--- config.mk ---
export PLATFORM = sky130hd
export DESIGN_NAME = two_set_membership_table_unit
export DESIGN_NICKNAME = d
export VERILOG_FILES = /design/src/rtl/tsm_pkg.sv /design/src/rtl/two_set_membership_table_unit.sv /design/src/rtl/tsm_store.sv
export SDC_FILE = /design/constraint.sdc
export NUM_CORES = 2
export LEC_CHECK = 0
export ABC_AREA = 1
export BUFFER_PORTS_ARGS = -buffer_cell sky130_fd_sc_hd__clkbuf_2
export CORE_MARGIN = 5
export CORE_UTILIZATION = 60
export CTS_CLUSTER_DIAMETER = 200
export DETAILED_ROUTE_END_ITERATION = 8
export GPL_TIMING_DRIVEN = 0
export PLACE_DENSITY_LB_ADDON = 0.08
export SYNTH_ARGS = -nofsm -noshare
export SYNTH_HDL_FRONTEND = slang
export SYNTH_HIERARCHICAL = 1
export SYNTH_SLANG_ARGS = --single-unit
--- constraint.sdc ---
create_clock -name clock -period 8.2 [get_ports clock]
set_input_delay 0.41 -clock clock [delete_from_list [all_inputs] [get_ports clock]]
set_output_delay 0.41 -clock clock [all_outputs]
set_load 0.02 [all_outputs]
--- src/rtl/tsm_pkg.sv ---
// Package for the two-set membership table: payload structs, operation codes and sizes.
// Used by every module of the block; it depends on nothing else.
package tsm_pkg;

   localparam int DEPTH_DEFAULT = 16;
   localparam int ELEM_W        = 32;
   localparam int SIZE_W        = 6;
   localparam int MAX_RUN       = 32;

   typedef enum logic [2:0] {
      MODE_CONTAINS  = 3'd0,
      MODE_ADD       = 3'd1,
      MODE_REMOVE    = 3'd2,
      MODE_LIST      = 3'd3,
      MODE_UNION     = 3'd4,
      MODE_INTERSECT = 3'd5,
      MODE_DIFF      = 3'd6,
      MODE_CLEAR     = 3'd7
   } mode_type;

   typedef struct packed {
      mode_type                  mode;
      logic signed [ELEM_W-1:0]  element_value;
      logic                      set_select;
   } req_type;

   typedef struct packed {
      logic                      answer;
      logic                      full_flag;
      logic                      has_element;
      logic signed [ELEM_W-1:0]  element_out;
      logic                      last;
      logic [SIZE_W-1:0]         result_size;
   } rsp_type;

endpackage

--- src/rtl/two_set_membership_table_unit.sv ---
// Top level of the two-set membership table: operation sequencer and result register.
// Depends on tsm_pkg and instantiates two tsm_store memories.
//
// The block keeps two insertion-ordered sets of distinct 32-bit values.
// One request transfer on req_ is one operation: contains, add, remove,
// clear, or a run (list, union, intersection, difference). Single operations
// return one response transfer on rsp_; a run returns one transfer per
// element with last set on the final one, or one transfer without an
// element when the run is empty. A new request is taken only when the
// previous operation has issued all of its responses.
// Every memory read goes through the registered read port. A lookup reads
// the set one entry at a time, a remove moves each later entry down with a
// read and a write, and a run with an inner lookup does a lookup for each
// outer element. The result register lets the sequencer work while a
// response waits; it stalls only when a further response is ready and the
// receiver has not taken the previous one. Reset empties both sets and drops
// any pending response; the memory contents are left as they are.
module two_set_membership_table_unit #(
   parameter int Depth = tsm_pkg::DEPTH_DEFAULT
) (
   input  logic             clock,
   input  logic             reset,
   input  logic             req_valid,
   output logic             req_ready,
   input  tsm_pkg::req_type req_data,
   output logic             rsp_valid,
   input  logic             rsp_ready,
   output tsm_pkg::rsp_type rsp_data
);
   import tsm_pkg::*;

   localparam int CW = $clog2(Depth + 1);
   localparam int AW = (Depth > 1) ? $clog2(Depth) : 1;

   typedef struct packed {
      logic              en;
      logic              sel;
      logic [AW-1:0]     addr;
      logic [ELEM_W-1:0] data;
   } wr_type;

   typedef enum logic [3:0] {
      S_IDLE, S_OUT_WAIT, S_OUT_USE, S_IN_WAIT, S_IN_USE, S_DECIDE, S_KEEP,
      S_SHIFT, S_SHIFT_WAIT, S_SHIFT_WR, S_SEND, S_FINISH
   } state_type;

   state_type         state_ff;
   mode_type          mode_ff;
   logic              sel_ff, osel_ff, isel_ff;
   logic              emit_all_ff, want_ff, found_ff, union_ff, pend_v_ff;
   logic [CW-1:0]     o_idx_ff, i_idx_ff;
   logic [CW-1:0]     cnt_ff [2];
   logic [SIZE_W-1:0] n_ff;
   logic [ELEM_W-1:0] elem_ff, pend_ff;
   rsp_type           res_ff, rsp_ff;
   logic              rsp_valid_ff;
   wr_type            wr_ff;
   logic [ELEM_W-1:0] rd_data [2];
   logic              slot_free;

   for (genvar g = 0; g < 2; g++) begin : g_store
      logic [CW-1:0] idx;
      assign idx = (osel_ff == 1'(g)) ? o_idx_ff : i_idx_ff;
      tsm_store #(.Depth(Depth), .AddrWidth(AW)) u_store (
         .clock   (clock),
         .wr_en   (wr_ff.en && (wr_ff.sel == 1'(g))),
         .wr_addr (wr_ff.addr),
         .wr_data (wr_ff.data),
         .rd_addr (idx[AW-1:0]),
         .rd_data (rd_data[g])
      );
   end

   assign slot_free = !rsp_valid_ff || rsp_ready;
   assign req_ready = (state_ff == S_IDLE);
   assign rsp_valid = rsp_valid_ff;
   assign rsp_data  = rsp_ff;

   always_ff @(posedge clock) begin
      wr_ff.en <= 1'b0;
      if (rsp_valid_ff && rsp_ready) begin
         rsp_valid_ff <= 1'b0;
      end
      case (state_ff)
         S_IDLE: begin
            if (req_valid) begin
               mode_ff   <= req_data.mode;
               sel_ff    <= req_data.set_select;
               elem_ff   <= req_data.element_value;
               found_ff  <= 1'b0;
               i_idx_ff  <= '0;
               o_idx_ff  <= '0;
               n_ff      <= '0;
               pend_v_ff <= 1'b0;
               union_ff  <= 1'b0;
               case (req_data.mode)
                  MODE_CLEAR: begin
                     cnt_ff[req_data.set_select] <= '0;
                     res_ff   <= '{answer: 1'b1, full_flag: 1'b0, has_element: 1'b0,
                                   element_out: '0, last: 1'b1, result_size: '0};
                     state_ff <= S_SEND;
                  end
                  MODE_CONTAINS, MODE_ADD, MODE_REMOVE: begin
                     isel_ff  <= req_data.set_select;
                     osel_ff  <= !req_data.set_select;
                     state_ff <= S_IN_WAIT;
                  end
                  MODE_LIST: begin
                     osel_ff     <= req_data.set_select;
                     isel_ff     <= !req_data.set_select;
                     emit_all_ff <= 1'b1;
                     state_ff    <= S_OUT_WAIT;
                  end
                  MODE_UNION: begin
                     osel_ff     <= 1'b0;
                     isel_ff     <= 1'b1;
                     emit_all_ff <= 1'b1;
                     union_ff    <= 1'b1;
                     state_ff    <= S_OUT_WAIT;
                  end
                  MODE_INTERSECT: begin
                     osel_ff     <= 1'b1;
                     isel_ff     <= 1'b0;
                     emit_all_ff <= 1'b0;
                     want_ff     <= 1'b1;
                     state_ff    <= S_OUT_WAIT;
                  end
                  default: begin
                     osel_ff     <= req_data.set_select;
                     isel_ff     <= !req_data.set_select;
                     emit_all_ff <= 1'b0;
                     want_ff     <= 1'b0;
                     state_ff    <= S_OUT_WAIT;
                  end
               endcase
            end
         end
         S_OUT_WAIT: begin
            if (o_idx_ff >= cnt_ff[osel_ff] || n_ff == SIZE_W'(MAX_RUN)) begin
               if (union_ff && n_ff != SIZE_W'(MAX_RUN)) begin
                  union_ff    <= 1'b0;
                  osel_ff     <= 1'b1;
                  isel_ff     <= 1'b0;
                  emit_all_ff <= 1'b0;
                  want_ff     <= 1'b0;
                  o_idx_ff    <= '0;
               end else begin
                  state_ff <= S_FINISH;
               end
            end else begin
               state_ff <= S_OUT_USE;
            end
         end
         S_OUT_USE: begin
            elem_ff <= rd_data[osel_ff];
            if (emit_all_ff) begin
               state_ff <= S_KEEP;
            end else begin
               i_idx_ff <= '0;
               found_ff <= 1'b0;
               state_ff <= S_IN_WAIT;
            end
         end
         S_IN_WAIT: begin
            if (i_idx_ff >= cnt_ff[isel_ff]) begin
               state_ff <= S_DECIDE;
            end else begin
               state_ff <= S_IN_USE;
            end
         end
         S_IN_USE: begin
            if (rd_data[isel_ff] == elem_ff) begin
               found_ff <= 1'b1;
               state_ff <= S_DECIDE;
            end else begin
               i_idx_ff <= i_idx_ff + 1'b1;
               state_ff <= S_IN_WAIT;
            end
         end
         S_DECIDE: begin
            res_ff <= '{answer: 1'b0, full_flag: 1'b0, has_element: 1'b0,
                        element_out: '0, last: 1'b1,
                        result_size: SIZE_W'(cnt_ff[isel_ff])};
            case (mode_ff)
               MODE_CONTAINS: begin
                  res_ff.answer <= found_ff;
                  state_ff      <= S_SEND;
               end
               MODE_ADD: begin
                  if (!found_ff && cnt_ff[isel_ff] == CW'(Depth)) begin
                     res_ff.full_flag <= 1'b1;
                  end else if (!found_ff) begin
                     wr_ff <= '{en: 1'b1, sel: isel_ff,
                                addr: cnt_ff[isel_ff][AW-1:0], data: elem_ff};
                     cnt_ff[isel_ff]    <= cnt_ff[isel_ff] + 1'b1;
                     res_ff.answer      <= 1'b1;
                     res_ff.result_size <= SIZE_W'(cnt_ff[isel_ff]) + 1'b1;
                  end
                  state_ff <= S_SEND;
               end
               MODE_REMOVE: begin
                  state_ff <= found_ff ? S_SHIFT : S_SEND;
               end
               default: begin
                  if (found_ff == want_ff) begin
                     state_ff <= S_KEEP;
                  end else begin
                     o_idx_ff <= o_idx_ff + 1'b1;
                     state_ff <= S_OUT_WAIT;
                  end
               end
            endcase
         end
         S_KEEP: begin
            if (!pend_v_ff || slot_free) begin
               if (pend_v_ff) begin
                  rsp_valid_ff <= 1'b1;
                  rsp_ff <= '{answer: 1'b1, full_flag: 1'b0, has_element: 1'b1,
                              element_out: pend_ff, last: 1'b0, result_size: '0};
               end
               pend_ff   <= elem_ff;
               pend_v_ff <= 1'b1;
               n_ff      <= n_ff + 1'b1;
               o_idx_ff  <= o_idx_ff + 1'b1;
               state_ff  <= S_OUT_WAIT;
            end
         end
         S_SHIFT: begin
            if ({1'b0, i_idx_ff} + 1'b1 < {1'b0, cnt_ff[isel_ff]}) begin
               i_idx_ff <= i_idx_ff + 1'b1;
               state_ff <= S_SHIFT_WAIT;
            end else begin
               cnt_ff[isel_ff]    <= cnt_ff[isel_ff] - 1'b1;
               res_ff.answer      <= 1'b1;
               res_ff.result_size <= SIZE_W'(cnt_ff[isel_ff]) - 1'b1;
               state_ff           <= S_SEND;
            end
         end
         S_SHIFT_WAIT: begin
            state_ff <= S_SHIFT_WR;
         end
         S_SHIFT_WR: begin
            wr_ff <= '{en: 1'b1, sel: isel_ff,
                       addr: i_idx_ff[AW-1:0] - 1'b1, data: rd_data[isel_ff]};
            state_ff <= S_SHIFT;
         end
         S_SEND: begin
            if (slot_free) begin
               rsp_valid_ff <= 1'b1;
               rsp_ff       <= res_ff;
               state_ff     <= S_IDLE;
            end
         end
         S_FINISH: begin
            if (slot_free) begin
               rsp_valid_ff <= 1'b1;
               if (pend_v_ff) begin
                  rsp_ff <= '{answer: 1'b1, full_flag: 1'b0, has_element: 1'b1,
                              element_out: pend_ff, last: 1'b1, result_size: n_ff};
               end else begin
                  rsp_ff <= '{answer: 1'b1, full_flag: 1'b0, has_element: 1'b0,
                              element_out: '0, last: 1'b1, result_size: '0};
               end
               state_ff <= S_IDLE;
            end
         end
         default: begin
            state_ff <= S_IDLE;
         end
      endcase
      if (reset) begin
         state_ff     <= S_IDLE;
         rsp_valid_ff <= 1'b0;
         wr_ff.en     <= 1'b0;
         cnt_ff[0]    <= '0;
         cnt_ff[1]    <= '0;
      end
   end

endmodule

--- src/rtl/tsm_store.sv ---
// One set store: a synchronous memory with one write port and one registered read port.
// Depends on tsm_pkg for the element width.
module tsm_store #(
   parameter int Depth     = tsm_pkg::DEPTH_DEFAULT,
   parameter int AddrWidth = (Depth > 1) ? $clog2(Depth) : 1
) (
   input  logic                         clock,
   input  logic                         wr_en,
   input  logic [AddrWidth-1:0]         wr_addr,
   input  logic [tsm_pkg::ELEM_W-1:0]   wr_data,
   input  logic [AddrWidth-1:0]         rd_addr,
   output logic [tsm_pkg::ELEM_W-1:0]   rd_data
);
   import tsm_pkg::*;

   logic [ELEM_W-1:0] mem [Depth];
   logic [ELEM_W-1:0] rd_data_ff;

   always_ff @(posedge clock) begin
      if (wr_en) begin
         mem[wr_addr] <= wr_data;
      end
      rd_data_ff <= mem[rd_addr];
   end

   assign rd_data = rd_data_ff;

endmodule

==> flow_metrics.tcl <==
set metrics [dict create \
    status "finished, violations left" \
    violations "capacitance limit, slew limit" \
    routed_wl_um 162000 \
    layout-drive-gt1-share_pct 9.87 \
    required_ns 8.83 \
    synth_area_leader_cell "edfxtp_1" \
    setup_viol 0 \
    dieHeight_um 316 \
    ys_seq_area_share_pct 67.1 \
    route.antenna.remaining_nets 0 \
    cts_setup_buffers 0 \
    intPower_mw 14.0 \
    cts_tree "yes" \
    power.density_mw_per_mm2 381 \
    skew_ns 0.0270 \
    cts_resized 0 \
    grt_usage_pct 32.4 \
    hold_depth 3 \
    power.total_mw 24.5 \
    p_clk_share_pct 23.7 \
    via_count 39800 \
    grt-ovfl-total 0 \
    yosysUniqueCellTypes 46 \
    synth.avg_cell_area_um2 10.2 \
    whs_endpoint "elem_ff[14]" \
    crit_arrival_ns 4.44 \
    syn_area_mm2 0.0562 \
    r2r_end "cnt_ff[1][4]" \
    rsz0062_at_grt "no" \
    dp_cells 6893 \
    period_share_pct 46.5 \
    dp_hpwl_um 110000 \
    cts_made_buffers 135 \
    placed_area_mm2 0.0597 \
    fp.dieW_um 316 \
    cp-start-kind "register" \
    worst_slew_pin_slew_ns 1.52 \
    cts-hold-fix-buffers 27 \
    antenna_found_initial 7 \
    clkSlewWorstSetupHoldPaths_ns 0.07 \
    drt_iter0_drc 5445 \
    hold_slack_ns 0.0212 \
    clock_sinks 1283 \
    clock-root-buffer "clkbuf_16" \
    sequentialPowerShare_pct 33.8 \
    max-slew-margin-rel_pct -1.15 \
    grt_pass1_wl_um 236000 \
    path_class "reg2reg" \
    initial_core_util_pct 60.3 \
    reg2reg_slack_ns 4.39 \
    async_flop_share_pct 0 \
    finalCriticalPeriod_ns 3.81 \
    clock_latency_ns 0.74 \
    switching_share_pct 42.8 \
    area_delta_synth_final_pct 14.5 \
    yosysWarnings 6 \
    p_comb_share_pct 42.5 \
    switching_power_mw 10.5 \
    htree_levels 4 \
    drc 0 \
    path_max_fanout 10 \
    dp_worst_setup_slack_ns 4.35 \
    ctsLongestPathBuffers 3 \
    fmax_ghz 0.262 \
    grt_pass1_vias 37400 \
    ys_top_cells_by_area "edfxtp_1, nand2_1, nand3_1, inv_1, dfxtp_1" \
    hold_start "req_data[15]" \
    fin_tns_setup_ns 0 \
    final_hold_viol_count 0 \
    firstDrtPassIters 8 \
    diodes 0 \
    synth_cells 5502 \
    wl_per_cell_um 22.5 \
    finalInstanceArea_mm2 0.0643 \
    slew_viol_final 33 \
    critPathCaptureType "register" \
    grt_max_degree 35 \
    synth_common_cells "nand2_1, edfxtp_1, inv_1" \
    synth_nets 5569 \
    vias_per_cell 5.55 \
    cap_violations 1 \
    port-buffer-count 83 \
    ys.flop_type "edfxtp_1" \
    synth_most_common_cell "nand2_1" \
    vdd_drop_max_v 0.000324 \
    rr_worst_depth 18 \
    p_leak_nw 27.6 \
    ios 84 \
    yosysTopAreaCellShare_pct 64.2 \
    worst_slack_ns 4.39 \
    core.rowCount 112 \
    fin_util_pct 69.0 \
    synth-edff-count 1201 \
    dieArea_mm2 0.0999 \
    stdcell_count 7168 \
    place_congestion 0.929 \
    core-area_mm2 0.0932 \
    hp-class "in2reg" \
    ys_ff_latch 1283 \
    fillerInstances 6843 \
    nets 5875 \
]
## cells by family after synthesis
kind of cell,share of synthesized area [%]
DFF,67.1
xor gates and xnor gates,0.125
AOI/OAI and AO/OA,1.70
adders and majority gates,0.615
buffers and inverters,9.47
and+or+nand+nor,21.0
## worst max-delay path by stage
stage                            from            to  slack [ns]  cells past startpoint
final                        register  cnt_ff[1][4]        4.39                     18
after global routing         register  cnt_ff[1][4]        4.13                     18
after CTS                    register  cnt_ff[1][4]        4.36                     18
after detailed placement     register  cnt_ff[1][4]        4.35                     18
after global placement       register     wr_ff[16]        3.50                     10
after floorplan           state_ff[1]   rsp_data[0]        4.86                      6
## layout make-up
| type | instances | area [um2] | share of cell area, % |
|---|---|---|---|
| sequential | 1283 | 37700 | 58.6 |
| inverter | 991 | 3730 | 5.79 |
| timing repair buffer | 169 | 2100 | 3.26 |
| tap | 1254 | 1570 | 2.44 |
| clock buffer | 185 | 3810 | 5.93 |
| buffer | 247 | 1590 | 2.47 |
| multi-input combinational | 2981 | 13400 | 20.9 |
| clock inverter | 58 | 402 | 0.624 |
## power by group through the flow
stage,combinational [mW],sequential [mW],clock (mW)
after global placement,9.75,8.46,0
after detailed placement,10.0,8.40,0
after CTS,10.1,8.27,5.87
final,10.4,8.29,5.82
after floorplan,6.17,8.14,0
after global routing,11.2,8.30,6.15
## routing by layer
layer	vias up	global-route usage [%]	part of all wire, %
li1	18400	-	-
met1	18700	46.9	39
met2	2362	48.0	44
met3	349	6.54	13
met4	0	14.7	4.7
met5	-	0	0
## sequential cells by signal, summed over array words and instances, names as in the netlist, 3 cells and up, named ones only
register	cells
pend_ff	32
state_ff	4
elem_ff	32
g_store.u_store/mem	1024
i_idx_ff	5
o_idx_ff	5
rsp_data	42
cnt_ff	10
n_ff	6
wr_ff	38
res_ff	8
g_store.u_store/rd_data	64
mode_ff	3
## layout by cell type (no fill, tap or decap), types with 10 or more instances in the layout
cell / n
o22ai_1: 10
nor2_1: 110
buf_12: 27
clkbuf_16: 142
dfxtp_1: 82
o211ai_1: 16
nor2_4: 38
nand3_1: 849
ha_1: 26
edfxtp_1: 1201
buf_2: 92
nand2_1: 1714
buf_4: 16
buf_16: 33
o21ai_0: 90
o21ai_1: 15
buf_6: 61
inv_1: 978
clkbuf_8: 10
dlygate4sd3_1: 27
clkbuf_1: 81
clkbuf_2: 83
buf_1: 29
clkinv_2: 15
clkinv_1: 29
a21oi_1: 27
## worst max-delay path: stages (launching register included)
cell and delay [ns]:
dfxtp_1 0.30, buf_6 0.14, o21ai_0 0.96, ha_1 0.40, inv_1 0.05, o21bai_1 0.08, nand4_1 0.11, nand3_1 0.15
nand2_4 0.19, inv_1 0.13, ha_1 0.36, a21oi_1 0.14, nand2_1 0.08, xnor2_1 0.20, o21ai_1 0.09, o21ai_0 0.09
inv_1 0.08, nor2_1 0.09, nor2_1 0.05
No activity file was read; power rests on OpenSTA's default activity.
